## config.mk

```make
export PLATFORM = sky130hd
export DESIGN_NAME = sri_regfile
export DESIGN_NICKNAME = d
export VERILOG_FILES = /design/src/sri_pkg.sv /design/src/sri_regfile.sv
export SDC_FILE = /design/constraint.sdc
export NUM_CORES = 2
export LEC_CHECK = 0
export BUFFER_PORTS_ARGS = -buffer_cell sky130_fd_sc_hd__buf_2
export CORE_ASPECT_RATIO = 1.2
export CORE_MARGIN = 2
export CORE_UTILIZATION = 60
export DETAILED_ROUTE_END_ITERATION = 6
export GPL_TIMING_DRIVEN = 0
export PLACE_DENSITY = 0.86
export SLEW_MARGIN = 20
export SYNTH_ARGS = -nofsm -noshare
export SYNTH_HDL_FRONTEND = slang
export SYNTH_SLANG_ARGS = --single-unit
```

## constraint.sdc

```tcl
create_clock -name clock -period 3.5 [get_ports clock]
set_input_delay 0.525 -clock clock [delete_from_list [all_inputs] [get_ports clock]]
set_output_delay 0.525 -clock clock [all_outputs]
set_load 0.01 [all_outputs]
```

## src/sri_pkg.sv

```systemverilog
// shared types, opcodes and helper functions for the scalar risc execute block
// no dependencies; used by every other file of the block except sri_if
package sri_pkg;

   localparam int DATA_MEM_BYTES = 4096;
   localparam int MEM_AW         = $clog2(DATA_MEM_BYTES);
   localparam int MEM_ROWS       = DATA_MEM_BYTES / 4;
   localparam int ROW_W          = $clog2(MEM_ROWS);

   localparam logic [31:0] JR_BASE   = 32'h0400_0000;
   localparam logic [31:0] JR_MASK   = 32'h0000_1fff;
   localparam logic [31:0] LINK_MASK = 32'h0000_ffff;
   localparam logic [4:0]  LINK_REG  = 5'h1f;

   localparam logic [5:0] OP_SPECIAL = 6'h00;
   localparam logic [5:0] OP_REGIMM  = 6'h01;
   localparam logic [5:0] OP_J       = 6'h02;
   localparam logic [5:0] OP_JAL     = 6'h03;
   localparam logic [5:0] OP_BEQ     = 6'h04;
   localparam logic [5:0] OP_BNE     = 6'h05;
   localparam logic [5:0] OP_BLEZ    = 6'h06;
   localparam logic [5:0] OP_BGTZ    = 6'h07;
   localparam logic [5:0] OP_ADDI    = 6'h08;
   localparam logic [5:0] OP_ADDIU   = 6'h09;
   localparam logic [5:0] OP_SLTI    = 6'h0a;
   localparam logic [5:0] OP_SLTIU   = 6'h0b;
   localparam logic [5:0] OP_ANDI    = 6'h0c;
   localparam logic [5:0] OP_ORI     = 6'h0d;
   localparam logic [5:0] OP_XORI    = 6'h0e;
   localparam logic [5:0] OP_LUI     = 6'h0f;
   localparam logic [5:0] OP_COP0    = 6'h10;
   localparam logic [5:0] OP_COP2    = 6'h12;
   localparam logic [5:0] OP_LB      = 6'h20;
   localparam logic [5:0] OP_LH      = 6'h21;
   localparam logic [5:0] OP_LW      = 6'h23;
   localparam logic [5:0] OP_LBU     = 6'h24;
   localparam logic [5:0] OP_LHU     = 6'h25;
   localparam logic [5:0] OP_SB      = 6'h28;
   localparam logic [5:0] OP_SH      = 6'h29;
   localparam logic [5:0] OP_SW      = 6'h2b;
   localparam logic [5:0] OP_LWC2    = 6'h32;
   localparam logic [5:0] OP_SWC2    = 6'h3a;

   localparam logic [5:0] FN_SLL   = 6'h00;
   localparam logic [5:0] FN_SRL   = 6'h02;
   localparam logic [5:0] FN_SRA   = 6'h03;
   localparam logic [5:0] FN_SLLV  = 6'h04;
   localparam logic [5:0] FN_SRLV  = 6'h06;
   localparam logic [5:0] FN_SRAV  = 6'h07;
   localparam logic [5:0] FN_JR    = 6'h08;
   localparam logic [5:0] FN_JALR  = 6'h09;
   localparam logic [5:0] FN_BREAK = 6'h0d;
   localparam logic [5:0] FN_ADD   = 6'h20;
   localparam logic [5:0] FN_ADDU  = 6'h21;
   localparam logic [5:0] FN_SUB   = 6'h22;
   localparam logic [5:0] FN_SUBU  = 6'h23;
   localparam logic [5:0] FN_AND   = 6'h24;
   localparam logic [5:0] FN_OR    = 6'h25;
   localparam logic [5:0] FN_XOR   = 6'h26;
   localparam logic [5:0] FN_NOR   = 6'h27;
   localparam logic [5:0] FN_SLT   = 6'h2a;
   localparam logic [5:0] FN_SLTU  = 6'h2b;

   localparam logic [4:0] RI_BLTZ   = 5'h00;
   localparam logic [4:0] RI_BGEZ   = 5'h01;
   localparam logic [4:0] RI_BLTZAL = 5'h10;
   localparam logic [4:0] RI_BGEZAL = 5'h11;

   localparam logic [4:0] CP0_MF = 5'h00;
   localparam logic [4:0] CP0_MT = 5'h04;

   typedef enum logic [1:0] {
      SZ_BYTE = 2'd0,
      SZ_HALF = 2'd1,
      SZ_WORD = 2'd2
   } mem_size_type;

   typedef logic [3:0][7:0] lanes_type;

   typedef struct packed {
      logic         wr;
      logic [4:0]   dst;
      logic [31:0]  value;
      logic         br;
      logic [31:0]  tgt;
      logic         ill;
      logic         load;
      logic         load_signed;
      logic         store;
      mem_size_type size;
      logic [31:0]  ea;
      logic [31:0]  store_data;
   } exec_type;

   typedef struct packed {
      logic        en;
      logic [4:0]  addr;
      logic [31:0] data;
   } rf_wr_type;

   typedef struct packed {
      logic              en;
      mem_size_type      size;
      logic [MEM_AW-1:0] addr;
      logic [31:0]       data;
   } mem_wr_type;

   // index of the last byte of an access
   function automatic logic [1:0] size_last(mem_size_type size);
      logic [1:0] last;
      case (size)
         SZ_BYTE: last = 2'd0;
         SZ_HALF: last = 2'd1;
         SZ_WORD: last = 2'd3;
         default: last = 2'd0;
      endcase
      return last;
   endfunction

   // big-endian assembly of the bank bytes starting at lane off
   function automatic logic [31:0] load_value(lanes_type lanes, logic [1:0] off,
                                              mem_size_type size, logic sgn);
      logic [7:0]  b0;
      logic [7:0]  b1;
      logic [7:0]  b2;
      logic [7:0]  b3;
      logic [31:0] v;
      b0 = lanes[off];
      b1 = lanes[2'(off + 2'd1)];
      b2 = lanes[2'(off + 2'd2)];
      b3 = lanes[2'(off + 2'd3)];
      case (size)
         SZ_BYTE: v = {{24{sgn & b0[7]}}, b0};
         SZ_HALF: v = {{16{sgn & b0[7]}}, b0, b1};
         SZ_WORD: v = {b0, b1, b2, b3};
         default: v = '0;
      endcase
      return v;
   endfunction

endpackage

```

## src/sri_regfile.sv

```systemverilog
// 32 x 32 general register file, two registered read ports, one write port
// depends on sri_pkg; unwritten entries read zero through per-entry valid bits
module sri_regfile (
   input  logic              clock,
   input  logic              reset,
   input  logic [4:0]        raddr_a,
   input  logic [4:0]        raddr_b,
   input  sri_pkg::rf_wr_type wr,
   output logic [31:0]       rdata_a,
   output logic [31:0]       rdata_b
);

   logic [31:0] regs_ff [32];
   logic [31:0] valid_ff;
   logic [31:0] valid_in;
   logic [31:0] rdata_a_ff;
   logic [31:0] rdata_b_ff;
   logic [31:0] rdata_a_in;
   logic [31:0] rdata_b_in;

   always_comb begin
      valid_in = valid_ff;
      if (wr.en) begin
         valid_in[wr.addr] = 1'b1;
      end
   end

   // write-through on a same-cycle write
   always_comb begin
      if (wr.en && wr.addr == raddr_a) begin
         rdata_a_in = wr.data;
      end else begin
         rdata_a_in = valid_ff[raddr_a] ? regs_ff[raddr_a] : '0;
      end
      if (wr.en && wr.addr == raddr_b) begin
         rdata_b_in = wr.data;
      end else begin
         rdata_b_in = valid_ff[raddr_b] ? regs_ff[raddr_b] : '0;
      end
   end

   always_ff @(posedge clock) begin
      if (reset) begin
         valid_ff <= '0;
      end else begin
         valid_ff <= valid_in;
      end
   end

   always_ff @(posedge clock) begin
      if (wr.en) begin
         regs_ff[wr.addr] <= wr.data;
      end
      rdata_a_ff <= rdata_a_in;
      rdata_b_ff <= rdata_b_in;
   end

   assign rdata_a = rdata_a_ff;
   assign rdata_b = rdata_b_ff;

endmodule

```

==> results.py <==
metrics = {
    "run_status": {
        "status": "finished, violations left",
        "violations": "design-rule violations, negative setup slack",
    },
    "synth": {
        "synth_cell_types": 44,
        "ys_ff_latch": 1120,
        "synthCells": 2477,
        "synth_area_um2": 50130,
        "synth_fa_ha_area_share_pct": 0,
        "muxShareOfSynthArea_pct": 26.99,
        "async_flop_share_pct": 0,
        "syn_area_per_cell_um2": 20.24,
        "synth_nets": 2527,
        "ys_seq_area_share_pct": 65.17,
        "synth_simple_gate_area_share_pct": 2.795,
        "synth_top_family_by_area": "multiplexers",
        "synth_edf_count": 1024,
        "ys_warn_count": 0,
        "synth_ff_type": "edfxtp_1",
        "synth-xor-area-share_pct": 0.1747,
        "synth_compound_area_share_pct": 3.060,
    },
    "clock_tree": {
        "cts.clk_slew.worst_paths_ns": 0.07,
        "cts_tree": "done",
        "htreeDepth": 3,
        "cts_buffers": 104,
        "insertion_delay_ns": 0.75,
        "root_buffer": "clkbuf_16",
        "cts.sinks": 1120,
        "cts_hold_buf": 0,
        "clk_path_buf_depth": 3,
    },
    "global_route": {
        "grt_pass1_wl_mm": 249.9,
        "grt_usage_pct": 42.79,
        "overflow": 0,
        "antenna_found_initial": 15,
        "grt_max_degree": 35,
        "grt_pass1_vias": 34040,
    },
    "placement": {
        "hpwlAfterDp_mm": 112.1,
        "place_area_um2": 53680,
        "place_ws_ns": -0.8371,
        "dp.cells": 3761,
        "place_congestion": 0.9482,
        "port_buffers": 103,
    },
    "sta": {
        "hold-worst-slack_ns": 0.1247,
        "setup_tns_ns": -1.603,
        "setup_viol": 13,
        "post-route-period-util_pct": 110.6,
        "maxSlewViolCount": 0,
        "min_period_ns": 3.871,
        "hold_viol": 0,
        "skew_ns": 0.04747,
        "worst_slew_pin_slew_ns": 1.415,
        "fmax_mhz": 258.3,
        "setup_slack_ns": -0.3709,
        "slew_headroom_pct": 5.642,
    },
    "detailed_routing": {
        "drc_errors": 115,
        "via_count": 34370,
        "drtPass1Iterations": 7,
        "drtIter0Drc": 7929,
        "detail_route.wl_per_cell_um": 47.56,
        "vias_per_cell": 8.662,
        "ant_nets": 0,
        "wl_mm": 188.7,
    },
    "finish": {
        "postLayoutCoreUtil_pct": 69.24,
        "num-nets-final": 2795,
        "area_delta_synth_final_pct": 14.67,
        "drive_above_1_share_pct": 37.10,
        "final_area_um2": 57490,
        "stdcell_count": 3968,
    },
    "floorplan": {
        "die_h_um": 320.6,
        "dieArea_um2": 85890,
        "row_count": 116,
        "core_um2": 83020,
        "die_w_um": 267.9,
        "num_io_pins": 114,
        "initial_utilization_pct": 60.38,
    },
    "critical_path": {
        "cp.required_ns": 4.09,
        "crit_path_end_kind": "flop",
        "arrival_ns": 4.46,
        "start_kind": "input port",
        "crit_fanout": 10,
        "crit_type": "in -> reg",
    },
    "job": {
        "maxCapViolCount": 0,
    },
    "pwr": {
        "power_leakage_nw": 18.24,
        "powerDensity_nw_per_um2": 530.0,
        "peakVddDrop_mv": 0.3169,
        "finalPower_mw": 30.47,
    },
    "min_path": {
        "hold_path_class": "in -> reg",
    },
}
[critical path, stage by stage]
cell and delay, ns:
buf_2 0.19, buf_2 0.34, clkbuf_1 0.88, clkbuf_1 1.05, mux4_2 0.56, a22oi_1 0.37, nand3b_1 0.19, a32o_1 0.33
[report_power, final]
group / switching, mW / leakage, nW / total, mW / internal [mW]
clock: 5.43 / 1.83 / 12.8 / 7.41
sequential: 0.111 / 10.0 / 14.9 / 14.8
combinational: 1.71 / 6.41 / 2.72 / 1.02
[final cells by class]
class	count	area [um2]
tap	1121	1403
clock buffer	128	2764
antenna	14	35.03
multi-input combinational	1147	16800
timing repair buffer	163	1897
fill	4622	25530
inverter	7	26.28
buffer	202	902.1
sequential	1120	32670
clock inverter	66	992.2
[metal layers]
layer / track usage, % / vias up / share of wire (%)
met5: 0.9776 / - / 0.090
met2: 63.74 / 4969 / 44
li1: - / 11270 / -
met1: 47.43 / 16440 / 27
met4: 35.80 / 10 / 12
met3: 18.53 / 1681 / 17
[repair_timing]
action / in CTS / in global routing
gates resized for setup: 3 / 6
buffers inserted: 0 / 0
setup endpoints to repair: 21 / 12
[layout by cell type (no fill, tap or decap), types with 25 or more instances in the layout]
cell       instances
nand2_1           93
clkbuf_16        105
mux2i_1           41
edfxtp_1        1024
nor2_1            76
nand3b_1          38
mux4_2           570
buf_2            172
buf_12            36
o21ai_0           31
nand4_1           30
a32o_1            32
mux2_2            25
a22oi_1           89
nor2_4            32
clkbuf_1         120
dfxtp_1           96
[logic make-up after synthesis]
logic type	after synthesis
flip-flops	1120
AND/OR/NAND/NOR	297
multiplexers	636
buffers and inverters	210
XOR/XNOR	10
AO/OA/AOI/OAI	204
[sequential cells by signal, indices dropped and copies added, names as in the netlist]
signal	count
rdata_a	32
rdata_b	32
regs_ff	1024
valid_ff	32
[cell usage after synthesis (all sizes together), types with 4 or more instances]
cell type,number,area [um2]
buf,87,445.4
a221oi,4,35.03
a32o,32,320.3
nand2,93,349.1
nand3,5,25.02
edfxtp,1024,30750
clkbuf,116,435.4
nor2,108,405.4
o221ai,6,52.55
mux2,25,281.5
dfxtp,96,1922
mux4,570,12840
nand2b,4,25.02
o21ai,31,155.2
mux2i,41,410.4
o22ai,12,75.07
a22o,4,35.03
a21oi,6,30.03
o21a,4,30.03
or2,5,31.28
nand4,30,187.7
xor2,8,70.07
inv,7,26.28
nand3b,38,285.3
a22oi,89,668.1
[final timing paths]
kind                                  start                         to  slack [ns]  depth (start not counted)
setup / recovery                 raddr_a[1]         rdata_a[9]$_DFF_P_       -0.37                          8
hold / removal                        reset  valid_ff[31]$_SDFFE_PP0P_        0.12                          2
setup reg to reg  valid_ff[15]$_SDFFE_PP0P_         rdata_b[9]$_DFF_P_        0.21                          6
hold reg to reg   valid_ff[30]$_SDFFE_PP0P_  valid_ff[30]$_SDFFE_PP0P_        0.52                          2
Note: power is estimated with default switching activity, not from simulation.
